<file path="src/rtl/kscd_pkg.sv">
// ----------------------------------------------------------------------------
// kscd_pkg
// Shared types, constants and helpers of the key click detector.
// ----------------------------------------------------------------------------
package kscd_pkg;

  // Width of the settle and window countdown.
  localparam int COUNT_BITS = 8;

  localparam int CFG_W     = 8;
  localparam int CFG_IDX_W = 1;
  localparam int TDATA_W   = 8;

  typedef logic [COUNT_BITS-1:0] count_t;
  typedef logic [CFG_W-1:0]      cfg_t;
  typedef logic [2:0]            phase_t;

  localparam count_t CNT_MAX = '1;

  // Configuration register indexes.
  localparam logic [CFG_IDX_W-1:0] REG_SETTLE_TICKS = 1'd0;
  localparam logic [CFG_IDX_W-1:0] REG_WINDOW_TICKS = 1'd1;

  localparam cfg_t SETTLE_RESET = 8'd1;
  localparam cfg_t WINDOW_RESET = 8'd50;

  // Phase codes.
  localparam phase_t PH_IDLE     = 3'd0;
  localparam phase_t PH_SETTLE1  = 3'd1;
  localparam phase_t PH_HOLD1    = 3'd2;
  localparam phase_t PH_SETTLE2  = 3'd3;
  localparam phase_t PH_WINDOW   = 3'd4;
  localparam phase_t PH_CONFIRM2 = 3'd5;
  localparam phase_t PH_HOLD2    = 3'd6;

  // LED levels, all active low.
  typedef struct packed {
    logic busy;
    logic second;
    logic first;
  } led_t;

  localparam led_t LEDS_OFF = '{busy: 1'b1, second: 1'b1, first: 1'b1};

  // Loads a register value into the counter, saturating at its top.
  function automatic count_t clip_count(input cfg_t v);
    logic [15:0] ext;
    ext = 16'(v);
    if (ext > 16'(CNT_MAX)) begin
      return CNT_MAX;
    end
    return ext[COUNT_BITS-1:0];
  endfunction

endpackage

</file>
<file path="src/rtl/kscd_core.sv">
// ----------------------------------------------------------------------------
// kscd_core
// Click detection state machine and configuration registers.
// ----------------------------------------------------------------------------
module kscd_core (
  input  logic                           clk,
  input  logic                           rst_n,
  input  logic                           cfg_we,
  input  logic [kscd_pkg::CFG_IDX_W-1:0] cfg_idx,
  input  kscd_pkg::cfg_t                 cfg_wdata,
  input  logic                           step,
  input  logic                           key_level,
  output kscd_pkg::led_t                 leds_nxt
);
  import kscd_pkg::*;

  cfg_t   settle_r;
  cfg_t   window_r;
  phase_t phase_r,  phase_nxt;
  count_t count_r,  count_nxt;
  led_t   leds_r;
  logic   pressed;
  logic   settle_done;
  count_t count_dec;

  assign pressed     = ~key_level;
  assign settle_done = (count_r <= count_t'(1));
  assign count_dec   = count_r - count_t'(1);

  always_comb begin
    phase_nxt = phase_r;
    count_nxt = count_r;
    leds_nxt  = leds_r;
    case (phase_r)
      PH_SETTLE1: begin
        if (!settle_done) begin
          count_nxt = count_dec;
        end else if (pressed) begin
          leds_nxt.busy  = 1'b0;
          leds_nxt.first = ~leds_r.first;
          phase_nxt      = PH_HOLD1;
          count_nxt      = '0;
        end else begin
          // An unconfirmed first press still opens the second-press window.
          phase_nxt = PH_SETTLE2;
          count_nxt = clip_count(settle_r);
        end
      end
      PH_HOLD1: begin
        if (!pressed) begin
          leds_nxt.busy = 1'b1;
          phase_nxt     = PH_SETTLE2;
          count_nxt     = clip_count(settle_r);
        end
      end
      PH_SETTLE2: begin
        if (!settle_done) begin
          count_nxt = count_dec;
        end else if (pressed) begin
          phase_nxt = PH_CONFIRM2;
          count_nxt = clip_count(settle_r);
        end else if (window_r == '0) begin
          leds_nxt.busy = 1'b1;
          phase_nxt     = PH_IDLE;
          count_nxt     = '0;
        end else begin
          phase_nxt = PH_WINDOW;
          count_nxt = clip_count(window_r);
        end
      end
      PH_WINDOW: begin
        if (pressed) begin
          phase_nxt = PH_CONFIRM2;
          count_nxt = clip_count(settle_r);
        end else if (count_dec == '0) begin
          leds_nxt.busy = 1'b1;
          phase_nxt     = PH_IDLE;
          count_nxt     = '0;
        end else begin
          count_nxt = count_dec;
        end
      end
      PH_CONFIRM2: begin
        if (!settle_done) begin
          count_nxt = count_dec;
        end else if (pressed) begin
          leds_nxt.busy   = 1'b0;
          leds_nxt.second = ~leds_r.second;
          phase_nxt       = PH_HOLD2;
          count_nxt       = '0;
        end else begin
          leds_nxt.busy = 1'b1;
          phase_nxt     = PH_IDLE;
          count_nxt     = '0;
        end
      end
      PH_HOLD2: begin
        if (!pressed) begin
          leds_nxt.busy = 1'b1;
          phase_nxt     = PH_IDLE;
          count_nxt     = '0;
        end
      end
      default: begin
        // Idle and the unused code behave the same.
        if (pressed) begin
          phase_nxt = PH_SETTLE1;
          count_nxt = clip_count(settle_r);
        end else begin
          phase_nxt = PH_IDLE;
          count_nxt = '0;
        end
      end
    endcase
  end

  always_ff @(posedge clk) begin
    if (!rst_n) begin
      settle_r <= SETTLE_RESET;
      window_r <= WINDOW_RESET;
      phase_r  <= PH_IDLE;
      count_r  <= '0;
      leds_r   <= LEDS_OFF;
    end else begin
      if (cfg_we && cfg_idx == REG_SETTLE_TICKS) begin
        settle_r <= cfg_wdata;
      end
      if (cfg_we && cfg_idx == REG_WINDOW_TICKS) begin
        window_r <= cfg_wdata;
      end
      if (step) begin
        phase_r <= phase_nxt;
        count_r <= count_nxt;
        leds_r  <= leds_nxt;
      end
    end
  end

endmodule

</file>
<file path="src/rtl/kscd_out_stage.sv">
// ----------------------------------------------------------------------------
// kscd_out_stage
// Result register with valid flag; frees itself when the receiver takes it.
// ----------------------------------------------------------------------------
module kscd_out_stage (
  input  logic           clk,
  input  logic           rst_n,
  input  logic           load,
  input  kscd_pkg::led_t leds_in,
  input  logic           out_tready,
  output logic           out_tvalid,
  output kscd_pkg::led_t leds_out,
  output logic           space
);
  import kscd_pkg::*;

  logic valid_r;
  led_t leds_r;

  // The register can take a new result when empty or drained this cycle.
  assign space      = ~valid_r | out_tready;
  assign out_tvalid = valid_r;
  assign leds_out   = leds_r;

  always_ff @(posedge clk) begin
    if (!rst_n) begin
      valid_r <= 1'b0;
    end else if (space) begin
      valid_r <= load;
    end
  end

  always_ff @(posedge clk) begin
    if (load) begin
      leds_r <= leds_in;
    end
  end

endmodule

</file>
<file path="src/rtl/key_single_double_click_detector_top.sv">
// ----------------------------------------------------------------------------
// key_single_double_click_detector_top
// Debounced single and double click detector driven by one key sample a tick.
// ----------------------------------------------------------------------------
// Each input transfer carries one active-low key sample taken on a
// millisecond tick. For every sample the block returns one output transfer
// with the three active-low LED levels after that tick's update.
// An accepted sample's result is registered and shows on out_tvalid and
// out_tdata in the following cycle. Throughput is one sample per cycle
// while out_tready is high, set by the single registered state machine pass.
// in_tready is high whenever the result register is empty or is being
// drained in the same cycle, so a stalled receiver holds back the input
// side after one waiting result, and nothing is lost or repeated.
// The configuration port writes settle_ticks (index 0) and
// double_window_ticks (index 1) at any edge where cfg_we is high; write
// only while no sample is in flight.
// Synchronous reset clears the result register, returns the detector to
// idle with all LEDs off and loads settle_ticks = 1, double_window_ticks = 50.
// ----------------------------------------------------------------------------
module key_single_double_click_detector_top (
  input  logic                           clk,
  input  logic                           rst_n,
  input  logic                           in_tvalid,
  output logic                           in_tready,
  input  logic [kscd_pkg::TDATA_W-1:0]   in_tdata,   // [0] key_level
  output logic                           out_tvalid,
  input  logic                           out_tready,
  output logic [kscd_pkg::TDATA_W-1:0]   out_tdata,  // [0] first_led_level,
                                                     // [1] second_led_level,
                                                     // [2] busy_led_level
  input  logic                           cfg_we,
  input  logic [kscd_pkg::CFG_IDX_W-1:0] cfg_idx,
  input  kscd_pkg::cfg_t                 cfg_wdata
);
  import kscd_pkg::*;

  logic accept;
  logic space;
  led_t leds_nxt;
  led_t leds_out;

  assign in_tready = space;
  assign accept    = in_tvalid & space;

  kscd_core u_core (
    .clk       (clk),
    .rst_n     (rst_n),
    .cfg_we    (cfg_we),
    .cfg_idx   (cfg_idx),
    .cfg_wdata (cfg_wdata),
    .step      (accept),
    .key_level (in_tdata[0]),
    .leds_nxt  (leds_nxt)
  );

  kscd_out_stage u_out (
    .clk        (clk),
    .rst_n      (rst_n),
    .load       (accept),
    .leds_in    (leds_nxt),
    .out_tready (out_tready),
    .out_tvalid (out_tvalid),
    .leds_out   (leds_out),
    .space      (space)
  );

  assign out_tdata = {(TDATA_W - 3)'(0), leds_out.busy, leds_out.second, leds_out.first};

endmodule

</file>
<file path="config.mk">
export PLATFORM = sky130hd
export DESIGN_NAME = key_single_double_click_detector_top
export DESIGN_NICKNAME = d
export VERILOG_FILES = /design/src/rtl/kscd_pkg.sv /design/src/rtl/kscd_core.sv /design/src/rtl/kscd_out_stage.sv /design/src/rtl/key_single_double_click_detector_top.sv
export SDC_FILE = /design/constraint.sdc
export NUM_CORES = 1
export LEC_CHECK = 0
export BUFFER_PORTS_ARGS = -buffer_cell sky130_fd_sc_hd__buf_4
export CORE_UTILIZATION = 62
export CTS_CLUSTER_DIAMETER = 120
export DETAILED_ROUTE_END_ITERATION = 8
export HOLD_SLACK_MARGIN = 0.15
export PLACE_DENSITY = 0.85
export SKIP_LAST_GASP = 1
export SYNTH_ARGS = -nofsm -noshare
export SYNTH_HDL_FRONTEND = slang
export SYNTH_SLANG_ARGS = --single-unit
export TNS_END_PERCENT = 1
</file>
<file path="constraint.sdc">
create_clock -name clk -period 6.6 [get_ports clk]
set_clock_uncertainty 0.15 [all_clocks]
set_input_delay 0.33 -clock clk [delete_from_list [all_inputs] [get_ports clk]]
set_output_delay 0.33 -clock clk [all_outputs]
set_load 0.005 [all_outputs]
</file>
**Word-level counts from Yosys, hierarchy flattened**

Index checks and enable logic that the tools add are counted.
W data, S select, Z words.

- Input bits: 22
- Output and inout bits: 10
- Bits in registers: 34
- Logic and storage cells: 79

- Muxes and demuxes: 41
- Equal/unequal tests: 12
- Bitwise operators: 6
- Add/sub/neg operators: 1
- Reductions and logical operators: 7
- $lt $le $gt $ge: 1

Operators by type and width:

| operator | count |
|---|---|
| $mux W8 | 11 |
| $pmux W8 S6 | 1 |
| $mux W3 | 10 |
| $pmux W3 S6 | 1 |
| $logic_not A8 Y1 | 2 |
| $mux W1 | 16 |
| $eq A3 B3 Y1 const B | 3 |
| $le A8 B1 Y1 const B | 1 |
| $sub A8 B1 Y8 const B | 1 |
| $reduce_and A7 Y1 | 1 |
| $eq A3 B2 Y1 const B | 2 |
| $ne A2 B1 Y1 const B | 3 |
| $pmux W1 S5 | 1 |
| $ne A2 B2 Y1 const B | 2 |
| $not A1 Y1 | 4 |
| $eq A3 B1 Y1 const B | 1 |
| $ne A3 B2 Y1 const B | 1 |
| $reduce_and A3 Y1 | 1 |
| $logic_and A1 B1 Y1 | 2 |
| $mux W2 | 1 |
| $reduce_or A2 Y1 | 1 |
| $and A1 B1 Y1 | 1 |
| $or A1 B1 Y1 | 1 |

**Longest topological paths before layout**

Gate-level depths: netlist of the first run.

- Word-level depth: 5
- Mapped depth: 9
- Depth with buffers taken out: 8

**By module**

A second synthesis of the first run with hierarchy kept.

- Cell total of the unflattened synthesis: 306
- Area total of the unflattened synthesis: 2264.7 um^2

By module, submodules not included:

| module | sequential area each (um^2) | area an instance (um^2) | cells each | instances |
|---|---|---|---|---|
| kscd_core | 600.6 | 2078.2 | 292 | 1 |
| kscd_out_stage | 110.1 | 138.9 | 7 | 1 |
| key_single_double_click_detector_top | 0.0 | 47.5 | 7 | 1 |

**Worst setup path after synthesis of the first run**

Ideal clock, no wire load.

- Path type: reg2reg
- Start point: register u_core.count_r[0]
- End point: register u_core.phase_r[2]
- Stages on the path, launching flop included: 9
- Setup time: 130 ps
- Data required time: 6320 ps
- Buffers on the path: 0
- Path slack: 4326 ps
- Arrival: 1993 ps
- Period minus slack after synthesis: 2274 ps
- Cells stage by stage: dfxtp_1 > inv_1 > ha_1 > or4b_4 > nor4b_1 > a211o_1 > a21oi_2 > o311ai_1 > o31ai_1

- Word-level cells in the longest chain between the ends: 4
- Elaborated cells on any way between the ends: 8
- Classes of those cells: 1 x add/sub; 1 x order compare; 4 x eq/ne; 2 x reduce/logical

Ends and longest elaborated chain:

| what | RTL line | RTL |
|---|---|---|
| from (decl) | kscd_core.sv:20 | `count_t count_r, count_nxt;` |
| from (signal assigned) | kscd_core.sv:133 | `count_r <= count_nxt;` |
| $sub A8 B1 Y8 | kscd_core.sv:28 | `assign count_dec = count_r - count_t'(1);` |
| $logic_not A8 Y1 | kscd_core.sv:75 | `end else if (count_dec == '0) begin` |
| $ne A3 B2 Y1 (no source line) | - |  |
| $reduce_and A7 Y1 (no source line) * | - |  |
| to (signal assigned) | kscd_core.sv:132 | `phase_r <= phase_nxt;` |
| to (decl) | kscd_core.sv:19 | `phase_t phase_r, phase_nxt;` |

Mark *: on every way between the ends. The rest lies on a longest branch, timed or not.
A chain may end at the register's enable or synchronous reset.

**Worst setup path after layout of the first run**

- Start point: register u_core.count_r[0]
- End point: register u_core.count_r[6]

- Word-level cells in the longest chain between the ends: 5
- Elaborated cells on any way between the ends: 9
- Classes of those cells: 1 x add/sub; 1 x order compare; 6 x mux; 1 x reduce/logical

Ends and longest elaborated chain:

| what | RTL line | RTL |
|---|---|---|
| $sub A8 B1 Y8 | kscd_core.sv:28 |  |
| $logic_not A8 Y1 | kscd_core.sv:75 |  |
| $mux W8 | kscd_core.sv:75 |  |
| $mux W8 | kscd_core.sv:72 | `if (pressed) begin` |
| $pmux W8 S6 * | kscd_core.sv:34 | `case (phase_r)` |

Marked as above.

==> results.py, run 1 <==
metrics = {
    "run_status": {
        "status": "completed",
    },
    "floorplanning": {
        "fp-row-count": 21,
        "dieHeight_um": 61.99,
        "die_area_sq_mm": 0.003842,
        "die_w_um": 61.99,
        "design.core.area_sq_mm": 0.003390,
        "start_util": 0.6582,
        "pin_count": 32,
    },
    "cts": {
        "clock_latency_ns": 0.34,
        "cts_setup_buffers": 0,
        "cts_root_buf": "clkbuf_4",
        "clk_path_buf_depth": 2,
        "cts_sinks": 34,
        "cts_tree": "done",
        "cts_buffers": 5,
        "clkSlewWorstSetupHoldPaths_ns": 0.10,
        "cts-resized-gates": 0,
        "cts.htree.levels": 2,
    },
    "synth": {
        "synth-async-reset-ratio": 0,
        "ys_types": 59,
        "syn_avg_cell_area_sq_um": 7.640,
        "seq_area_frac_synth": 0.3186,
        "yosysWarnings": 0,
        "synth_cells": 292,
        "syn-cell-area_sq_mm": 0.002231,
        "synth-main-ff-cell": "dfxtp_1",
        "synth-edff-count": 3,
        "ys_ff_latch": 34,
    },
    "layout": {
        "antenna_cells": 0,
        "drive_above_1_share": 0.1173,
        "area_delta_synth_final_pct": 10.04,
        "finalNetCount": 332,
    },
    "critical_path": {
        "setup.worst_path.start_class": "register",
        "critPathKind": "register to register",
        "cp_max_fo": 18,
        "critPathRequiredTime_ns": 6.68,
        "cp_top_family": "simple AND/OR/NAND/NOR gates",
        "crit_slowest_cell": "nor4_4",
        "end_kind": "register",
        "critPathBufInv": 1,
        "cpPeakStageDelay_ns": 0.74,
        "reg2reg_slack_ns": 3.76,
        "worst_path_most_repeated_cell": "nor2_1",
        "worstPathCellList": "inv_1 > ha_1 > nor2_1 > nor4_4 > o31ai_1 > a221o_1 > a221oi_2 > nor2_1",
        "cp.arrival_ns": 2.92,
    },
    "routing": {
        "vias_per_cell": 6.227,
        "drt_iter0_markers": 166,
        "dr.pass1.iters": 5,
        "antenna_left": 0,
        "num_vias": 2198,
        "wirelength_mm": 5.459,
        "wl_per_cell_um": 15.46,
        "drc_errors": 0,
    },
    "global_route": {
        "grt_pass1_vias": 1825,
        "grt_pass1_wl_mm": 8.576,
        "grt_start_max_net_pins": 34,
        "antenna_found_initial": 0,
        "grt.total_usage": 0.3101,
        "grt_remaining_overflow": 0,
    },
    "sta": {
        "period_minus_slack_ns": 2.836,
        "finalSetupViolations": 0,
        "rsz0062_at_grt": "no",
        "maxSlewViolCount": 0,
        "setup-tns-final_ns": 0,
        "fin_crit_sh": 0.4297,
        "worst_pin_slew_ns": 0.8732,
        "hold_viol_final": 0,
        "max_freq_mhz": 352.6,
        "max_slew_margin": 0.4135,
        "worst_slack_ns": 3.764,
    },
    "power_and_ir_drop": {
        "p_per_area_mw_per_mm2": 220.6,
        "ir_drop_v": 0.0001621,
        "p_leak_nw": 0.9554,
    },
    "job": {
        "maxCapViolCount": 0,
    },
    "worst_hold_path": {
        "hold_class": "input pin to register",
    },
    "place": {
        "gp_congestion": 0.9367,
        "dp_slack_ns": 3.854,
        "hpwl_mm": 3.712,
        "port_buffers": 19,
    },
}
stage by stage:
stage                     instances  hold slack, ns  power, mW  utilization  area [sq um]
after floorplan                 296          0.2847     0.3855            -          2246
after global placement          337          0.2937     0.4129       0.6814          2310
after detailed placement        337          0.3056     0.4169       0.6814          2310
after CTS                       353          0.1507     0.5378       0.7243          2455
after global routing            353          0.1582     0.5730       0.7243          2455
final                           353          0.1601     0.5414       0.7243          2455
what timing repair did:
action,in CTS,in global routing
hold buffers,9,0
hold endpoints to repair,17,0
endpoints found under the setup margin,0,0
worst register-to-register path, stage by stage, from the launching register on:
cell,delay (ns)
dfxtp_1,0.40
inv_1,0.13
ha_1,0.30
nor2_1,0.14
nor4_4,0.74
o31ai_1,0.18
a221o_1,0.39
a221oi_2,0.21
nor2_1,0.08
final timing paths:
kind | from | cells after the start | end
max | u_core.count_r[0] | 8 | u_core.count_r[6]
min | out_tready | 3 | u_out.out_tvalid
max reg2reg | u_core.count_r[0] | 8 | u_core.count_r[6]
min reg2reg | u_core.settle_r[7] | 2 | u_core.count_r[7]
final cells by class:
class,count,area [sq um]
Clock buffer,7,55.05
Fill cell,259,934.6
Inverter,8,30.03
Multi-Input combinational cell,230,1369
Sequential cell,34,710.7
Tap cell,46,57.56
Timing Repair Buffer,28,232.7
placed cells by master, fill, tap and decap left out, types with 2 or more instances in the layout:
master / instances
mux2i_1: 4
nor4_1: 3
edfxtp_1: 3
nor2_1: 22
o21ai_1: 2
a31oi_1: 2
a21oi_1: 12
and4b_1: 2
nor3_1: 6
o22ai_1: 2
inv_1: 8
clkbuf_4: 5
nand3b_1: 2
and3_1: 4
and2_1: 2
a21boi_0: 15
a21oi_2: 2
o31ai_1: 2
xnor2_1: 3
o21ai_0: 17
buf_4: 19
dfxtp_1: 31
dlygate4sd3_1: 9
xor2_1: 7
a32oi_1: 2
nand2b_1: 4
a221oi_1: 7
conb_1: 5
nand3_1: 12
a211o_1: 2
ha_1: 3
o21a_1: 2
nand2_1: 59
routing by layer:
layer	vias up	global-route usage	routed length (um)
met4	0	0.1333	176
met2	109	0.4696	2521
met1	1000	0.4342	2337
li1	1061	-	-
met3	28	0.05176	423
met5	-	0	0
state kept, by name (all words and copies together) (netlist names):
name and count:
u_core.leds_r 3, u_out.leds_out 3, u_core.settle_r 8, u_core.window_r 8, u_out.out_tvalid 1, u_core.phase_r 3
u_core.count_r 8
Yosys cell counts (3+ instances only):
master,instances,share of area
nor4_1,3,0.0084
a21oi_1,12,0.027
xor2_1,7,0.027
buf_6,3,0.015
a221oi_1,7,0.027
and3_1,4,0.011
xnor2_1,3,0.012
ha_1,3,0.017
nand3_1,12,0.027
inv_1,8,0.013
dfxtp_1,31,0.28
clkbuf_1,14,0.024
a21boi_0,15,0.050
o21ai_0,17,0.038
buf_4,6,0.020
nand2b_1,4,0.011
nand2_1,59,0.099
nor2_1,22,0.037
edfxtp_1,3,0.040
nor3_1,6,0.013
mux2i_1,4,0.018
where the power goes:
part	internal, mW	total (mW)	switching [mW]
Clock	0.0503	0.119	0.0691
Sequential	0.223	0.249	0.0259
Combinational	0.0715	0.173	0.102
cells by family after synthesis:
| group | Yosys count | synth area share |
|---|---|---|
| AND/OR/NAND/NOR | 127 | 0.2765 |
| AO/OA/AOI/OAI | 80 | 0.2496 |
| flip-flops | 34 | 0.3186 |
| buffers and inverters | 32 | 0.07459 |
| XOR/XNOR | 10 | 0.03926 |
| multiplexers | 5 | 0.02300 |
| adder cells (fa/ha/maj) | 3 | 0.01683 |
| other | 1 | 0.001681 |
No activity file was read; power rests on OpenSTA's default activity.
==> run 2, diff against run 1 <==
--- a/config.mk
+++ b/config.mk
@@ -6,11 +6,11 @@
 export NUM_CORES = 1
 export LEC_CHECK = 0
 export BUFFER_PORTS_ARGS = -buffer_cell sky130_fd_sc_hd__buf_4
-export CORE_UTILIZATION = 62
+export CORE_UTILIZATION = 57
 export CTS_CLUSTER_DIAMETER = 120
 export DETAILED_ROUTE_END_ITERATION = 8
 export HOLD_SLACK_MARGIN = 0.15
-export PLACE_DENSITY = 0.85
+export PLACE_DENSITY = 0.79
 export SKIP_LAST_GASP = 1
 export SYNTH_ARGS = -nofsm -noshare
 export SYNTH_HDL_FRONTEND = slang
==> constraint.sdc (replaced) <==
create_clock -name clk -period 2.92 [get_ports clk]
set_clock_uncertainty 0.15 [all_clocks]
set_input_delay 0.146 -clock clk [delete_from_list [all_inputs] [get_ports clk]]
set_output_delay 0.146 -clock clk [all_outputs]
set_load 0.005 [all_outputs]
==> run 2 against run 1 <==
Die area increased by 8.5%. Setup slack got worse by 3.5 ns. Final cell count increased by 5.7%. Core utilization decreased by 0.40 points. Flip-flop and latch count unchanged. Power increased to 2.6 times the previous value. Critical path depth decreased by 1. Routed wire length increased by 12%. Clock power increased to 3.8 times the previous value. Non-clock buffer count increased by 17. Critical endpoint is now u_core.settle_r[2]. Largest power group unchanged.
==> results.py, run 2 (synthesis gave the netlist of run 1 again) <==
metrics = {
    "run_status": {
        "status": "completed",
    },
    "cts": {
        "cts.htree.levels": 2,
        "clk_path_buf_depth": 2,
        "cts_root_buf": "clkbuf_8",
        "clkSlewWorstSetupHoldPaths_ns": 0.08,
        "cts_sinks": 34,
        "clock_latency_ns": 0.29,
        "cts_tree": "done",
        "cts_buffers": 5,
    },
    "worst_hold_path": {
        "worstHoldStart": "in_tdata[0]",
        "hold_class": "input pin to register",
        "hold_depth": 4,
        "hold_end": "u_core.phase_r[2]",
    },
    "global_route": {
        "antenna_found_initial": 0,
        "grt_remaining_overflow": 0,
        "grt_start_max_net_pins": 34,
        "grt.total_usage": 0.3156,
        "grt_pass1_wl_mm": 10.01,
        "grt_pass1_vias": 2139,
    },
    "routing": {
        "drt_iter0_markers": 192,
        "wirelength_mm": 6.101,
        "antenna_left": 0,
        "wl_per_cell_um": 16.36,
        "num_vias": 2313,
        "dr.pass1.iters": 5,
        "vias_per_cell": 6.201,
        "drc_errors": 0,
    },
    "critical_path": {
        "worstPathCellList": "dlygate4sd3_1 > buf_4 > nor2b_1 > nand2_1 > dlygate4sd3_1 > a21boi_0 > dlygate4sd3_1",
        "reg2reg_slack_ns": 0.29,
        "end_kind": "register",
        "crit_slowest_cell": "dlygate4sd3_1",
        "cp_top_family": "buffers and inverters",
        "path_depth": 7,
        "r2r_start": "u_core.count_r[0]",
        "cp_max_fo": 8,
        "critPathRequiredTime_ns": 3.02,
        "worst_path_most_repeated_cell": "dlygate4sd3_1",
        "cp.arrival_ns": 2.78,
        "critPathBufInv": 4,
        "cpPeakStageDelay_ns": 0.58,
        "setup.worst_path.start_class": "input pin",
        "reg2reg_to": "u_core.count_r[3]",
        "critPathKind": "input pin to register",
        "reg2reg_depth": 8,
    },
    "sta": {
        "rsz0062_at_grt": "no",
        "period_minus_slack_ns": 2.686,
        "finalSetupViolations": 0,
        "setup-tns-final_ns": 0,
        "max_slew_margin": 0.5913,
        "worst_pin_slew_ns": 0.6122,
        "whs_ns": 0.1950,
        "max_freq_mhz": 372.3,
        "maxSlewViolCount": 0,
        "hold_viol_final": 0,
        "fin_crit_sh": 0.9198,
    },
    "layout": {
        "finalInstanceArea_sq_mm": 0.002676,
        "area_delta_synth_final_pct": 19.97,
        "utilization": 0.7202,
        "antenna_cells": 0,
        "final_cell_mix": "59 x nand2_1, 31 x dfxtp_1, 23 x dlygate4sd3_1",
        "largestRegisters": "u_core.count_r (8), u_core.settle_r (8), u_core.window_r (8)",
        "layout_commonest_cell": "nand2_1",
        "finalNetCount": 349,
        "drive_above_1_share": 0.1262,
    },
    "power_and_ir_drop": {
        "p_leak_nw": 1.054,
        "p_per_area_mw_per_mm2": 535.1,
        "ir_drop_v": 0.0003659,
    },
    "floorplanning": {
        "dieHeight_um": 64.56,
        "pin_count": 32,
        "start_util": 0.6003,
        "die_area_sq_mm": 0.004168,
        "die_w_um": 64.56,
        "fp-row-count": 22,
        "design.core.area_sq_mm": 0.003716,
    },
    "place": {
        "hpwl_mm": 3.723,
        "gp_congestion": 0.9126,
        "placed_cell_area_sq_mm": 0.002335,
        "port_buffers": 19,
    },
    "job": {
        "maxCapViolCount": 0,
    },
}
-- run 2: cell count changes in the layout (fill, tap and decap cells not counted) --
cell,before,now
buf_4,19,22
bufinv_16,0,1
clkbuf_1,1,0
clkbuf_4,5,0
clkbuf_8,1,5
dlygate4sd3_1,9,23
inv_4,0,2
-- run 2: worst max-delay path by stage --
stage          slack [ns]            endpoint         startpoint
6_report             0.23  u_core.settle_r[2]            cfg_idx
5_1_grt              0.04   u_core.count_r[3]  u_core.count_r[0]
4_1_cts              0.31   u_core.count_r[3]  u_core.count_r[0]
3_5_place_dp         0.34   u_core.count_r[6]  u_core.count_r[0]
3_3_place_gp         0.37   u_core.count_r[6]  u_core.count_r[0]
2_1_floorplan        0.65   u_core.phase_r[2]  u_core.count_r[0]
-- run 2: layer usage --
| layer | vias to the layer above | routed length (um) | share of wire | track usage |
|---|---|---|---|---|
| met5 | - | 0 | 0 | 0 |
| met4 | 0 | 166 | 0.027 | 0.1500 |
| met3 | 20 | 491 | 0.080 | 0.06338 |
| met2 | 136 | 2940 | 0.48 | 0.5276 |
| met1 | 1064 | 2503 | 0.41 | 0.3862 |
| li1 | 1093 | - | - | - |
-- run 2: worst reg2reg max path, cell delays in order (launching register included) --
cell,delay (ns)
dfxtp_1,0.47
inv_1,0.13
ha_1,0.30
nor2_1,0.29
and4b_1,0.25
o311ai_0,0.36
o21ai_0,0.30
nand2_1,0.17
a21oi_1,0.09
-- run 2: timing repair --
action | in CTS | in global routing
setup buffers | 0 | 0
endpoints found under the hold margin | 29 | 0
hold buffers | 23 | 0
resized for setup | 0 | 0
-- run 2: cell type report --
type | count | area, sq um
Clock inverter | 3 | 42.54
Sequential cell | 34 | 710.7
Inverter | 8 | 30.03
Timing Repair Buffer | 45 | 395.4
Clock buffer | 5 | 68.82
Tap cell | 48 | 60.06
Fill cell | 282 | 1040
Multi-Input combinational cell | 230 | 1369
-- run 2: power by group --
group | internal (mW) | switching (mW) | leakage (nW)
combinational | 0.183 | 0.240 | 0.718
sequential | 0.504 | 0.0582 | 0.277
clock | 0.255 | 0.192 | 0.0590
-- run 2: through the flow --
stage          cells  setup WS (ns)  power (mW)
2_1_floorplan    296         0.6463      0.8713
3_3_place_gp     342         0.3734      0.9452
3_5_place_dp     342         0.3433      0.9515
4_1_cts          373         0.3121       1.414
5_1_grt          373        0.03992       1.500
6_report         373         0.2341       1.432
==> run 3, diff against run 2 <==
--- a/config.mk
+++ b/config.mk
@@ -9,6 +9,7 @@
 export CORE_UTILIZATION = 57
 export CTS_CLUSTER_DIAMETER = 120
 export DETAILED_ROUTE_END_ITERATION = 8
+export GPL_ROUTABILITY_DRIVEN = 0
 export HOLD_SLACK_MARGIN = 0.15
 export PLACE_DENSITY = 0.79
 export SKIP_LAST_GASP = 1
==> constraint.sdc (replaced) <==
create_clock -name clk -period 2.6 [get_ports clk]
set_clock_uncertainty 0.15 [all_clocks]
set_input_delay 0.13 -clock clk [delete_from_list [all_inputs] [get_ports clk]]
set_output_delay 0.13 -clock clk [all_outputs]
set_load 0.005 [all_outputs]
==> run 3 against run 2 <==
Hold slack worse by 0.012 ns. Core utilization is 0.81 points higher. Final cell count up 1.6%. Critical endpoint unchanged. Critical path depth did not move. Critical path type unchanged. Sequential power grew 11%.
==> results.py, run 3 (synthesis gave the netlist of run 1 again) <==
metrics = {
    "sta": {
        "whs_ns": 0.1832,
        "max_slew_margin": 0.5883,
        "period_minus_slack_ns": 2.496,
        "worst_pin_slew_ns": 0.6168,
        "rsz0062_at_grt": "yes",
        "maxSlewViolCount": 0,
        "fin_crit_sh": 0.9601,
        "hold_viol_final": 0,
        "finalSetupViolations": 0,
        "worst_slack_ns": 0.1038,
        "max_freq_mhz": 400.6,
    },
    "routing": {
        "wirelength_mm": 6.110,
        "vias_per_cell": 6.066,
        "drt_iter0_markers": 192,
        "antenna_left": 0,
        "num_vias": 2299,
        "drc_errors": 0,
        "wl_per_cell_um": 16.12,
        "dr.pass1.iters": 5,
    },
    "cts": {
        "clkSlewWorstSetupHoldPaths_ns": 0.07,
        "cts_buffers": 5,
        "clk_path_buf_depth": 2,
        "cts_tree": "done",
        "cts_sinks": 34,
        "cts_root_buf": "clkbuf_8",
        "clock_latency_ns": 0.30,
        "cts.htree.levels": 2,
    },
    "critical_path": {
        "cpPeakStageDelay_ns": 0.58,
        "worst_path_most_repeated_cell": "dlygate4sd3_1",
        "crit_slowest_cell": "dlygate4sd3_1",
        "setup.worst_path.start_class": "input pin",
        "cp_max_fo": 8,
        "cp.arrival_ns": 2.59,
        "end_kind": "register",
        "critPathRequiredTime_ns": 2.69,
        "critPathKind": "input pin to register",
        "path_depth": 7,
        "reg2reg_depth": 9,
        "worstPathCellList": "dlygate4sd3_1 > buf_4 > nor2b_2 > nand2_1 > dlygate4sd3_1 > a21boi_0 > dlygate4sd3_1",
        "cp_top_family": "buffers and inverters",
        "critPathBufInv": 4,
    },
    "layout": {
        "final_cell_mix": "59 x nand2_1, 31 x dfxtp_1, 27 x buf_4",
        "area_delta_synth_final_pct": 21.31,
        "utilization": 0.7283,
        "multi_input_area_sq_mm": 0.001371,
        "drive_above_1_share": 0.1390,
        "fill_cells": 280,
        "antenna_cells": 0,
        "layout.cells.non_filler": 379,
        "seq_area_sq_um": 710.7,
        "largestRegisters": "u_core.count_r (8), u_core.settle_r (8), u_core.window_r (8)",
        "layout_commonest_cell": "nand2_1",
        "finalNetCount": 355,
        "finalInstanceArea_sq_mm": 0.002706,
    },
    "floorplanning": {
        "design.core.area_sq_mm": 0.003716,
        "die_area_sq_mm": 0.004168,
        "dieHeight_um": 64.56,
        "fp-row-count": 22,
        "die_w_um": 64.56,
        "pin_count": 32,
        "start_util": 0.6003,
    },
    "place": {
        "placed_cell_area_sq_mm": 0.002372,
        "hpwl_mm": 3.714,
        "dp_cells": 347,
        "port_buffers": 19,
        "dp_slack_ns": 0.1725,
    },
    "global_route": {
        "antenna_found_initial": 0,
        "grt_start_max_net_pins": 34,
        "grt_pass1_vias": 1963,
        "grt_remaining_overflow": 0,
        "grt_pass1_wl_mm": 9.742,
        "grt.total_usage": 0.3103,
    },
    "worst_hold_path": {
        "hold_class": "input pin to register",
        "hold_depth": 4,
    },
    "power_and_ir_drop": {
        "p_leak_nw": 1.071,
        "p_per_area_mw_per_mm2": 566.0,
        "ir_drop_v": 0.0003750,
    },
    "job": {
        "maxCapViolCount": 0,
    },
    "run_status": {
        "status": "completed",
    },
}
## run 3: changes by cell type in the layout (fill, tap and decap cells not counted)
cell | previous run | this run
inv_4 | 2 | 0
nor2b_1 | 1 | 0
dlygate4sd3_1 | 23 | 24
buf_4 | 22 | 27
clkinv_2 | 0 | 1
clkbuf_1 | 0 | 1
clkbuf_8 | 5 | 6
bufinv_16 | 1 | 0
nor2b_2 | 0 | 1
## run 3: worst reg2reg max path: cells and delay by family (launching register included)
| family | cells | cell delay [ns] |
|---|---|---|
| fa+ha+maj | 1 | 0.28 |
| compound gates | 2 | 0.57 |
| flops | 1 | 0.41 |
| simple gates | 4 | 0.67 |
| buf+inv | 2 | 0.29 |
## run 3: worst paths after layout
path	startpoint	to	slack, ns
worst min register to register	u_core.settle_r[7]	u_core.count_r[7]	0.31
worst min-delay path	in_tdata[0]	u_core.phase_r[2]	0.18
worst max register to register	u_core.count_r[1]	u_core.count_r[6]	0.12
worst max-delay path	cfg_idx	u_core.settle_r[2]	0.10
## run 3: layer usage
layer	routed length, um	GRT usage	part of all wire	up-vias
li1	-	-	-	1104
met3	549	0.05458	0.090	13
met4	142	0.1333	0.023	0
met2	2863	0.5079	0.47	133
met5	0	0	0	-
met1	2554	0.3985	0.42	1049
## run 3: final cells by class
type,instances,area share
Clock buffer,7,0.03190
Clock inverter,1,0.001849
Inverter,8,0.01110
Multi-Input combinational cell,230,0.5067
Sequential cell,34,0.2626
Tap cell,48,0.02219
Timing Repair Buffer,51,0.1637
## run 3: power breakdown
part	internal [mW]	switching, mW	leakage [nW]
Clock	0.213	0.194	0.0482
Sequential	0.566	0.0600	0.277
Combinational	0.220	0.278	0.746
Total	1.00	0.532	1.07
## run 3: repair_timing
| action | in CTS | in global routing |
|---|---|---|
| endpoints found under the setup margin | 0 | 5 |
| hold endpoints to repair | 30 | 0 |
| buffers inserted | 0 | 0 |
| hold buffers | 24 | 0 |
| gates resized for setup | 0 | 1 |
## run 3: per-stage QoR
step	total power, mW	setup TNS (ns)
floorplan	0.9786	0
global placement	1.084	0
detailed placement	1.088	0
CTS	1.520	0
global route	1.611	-0.09856
finish	1.532	0
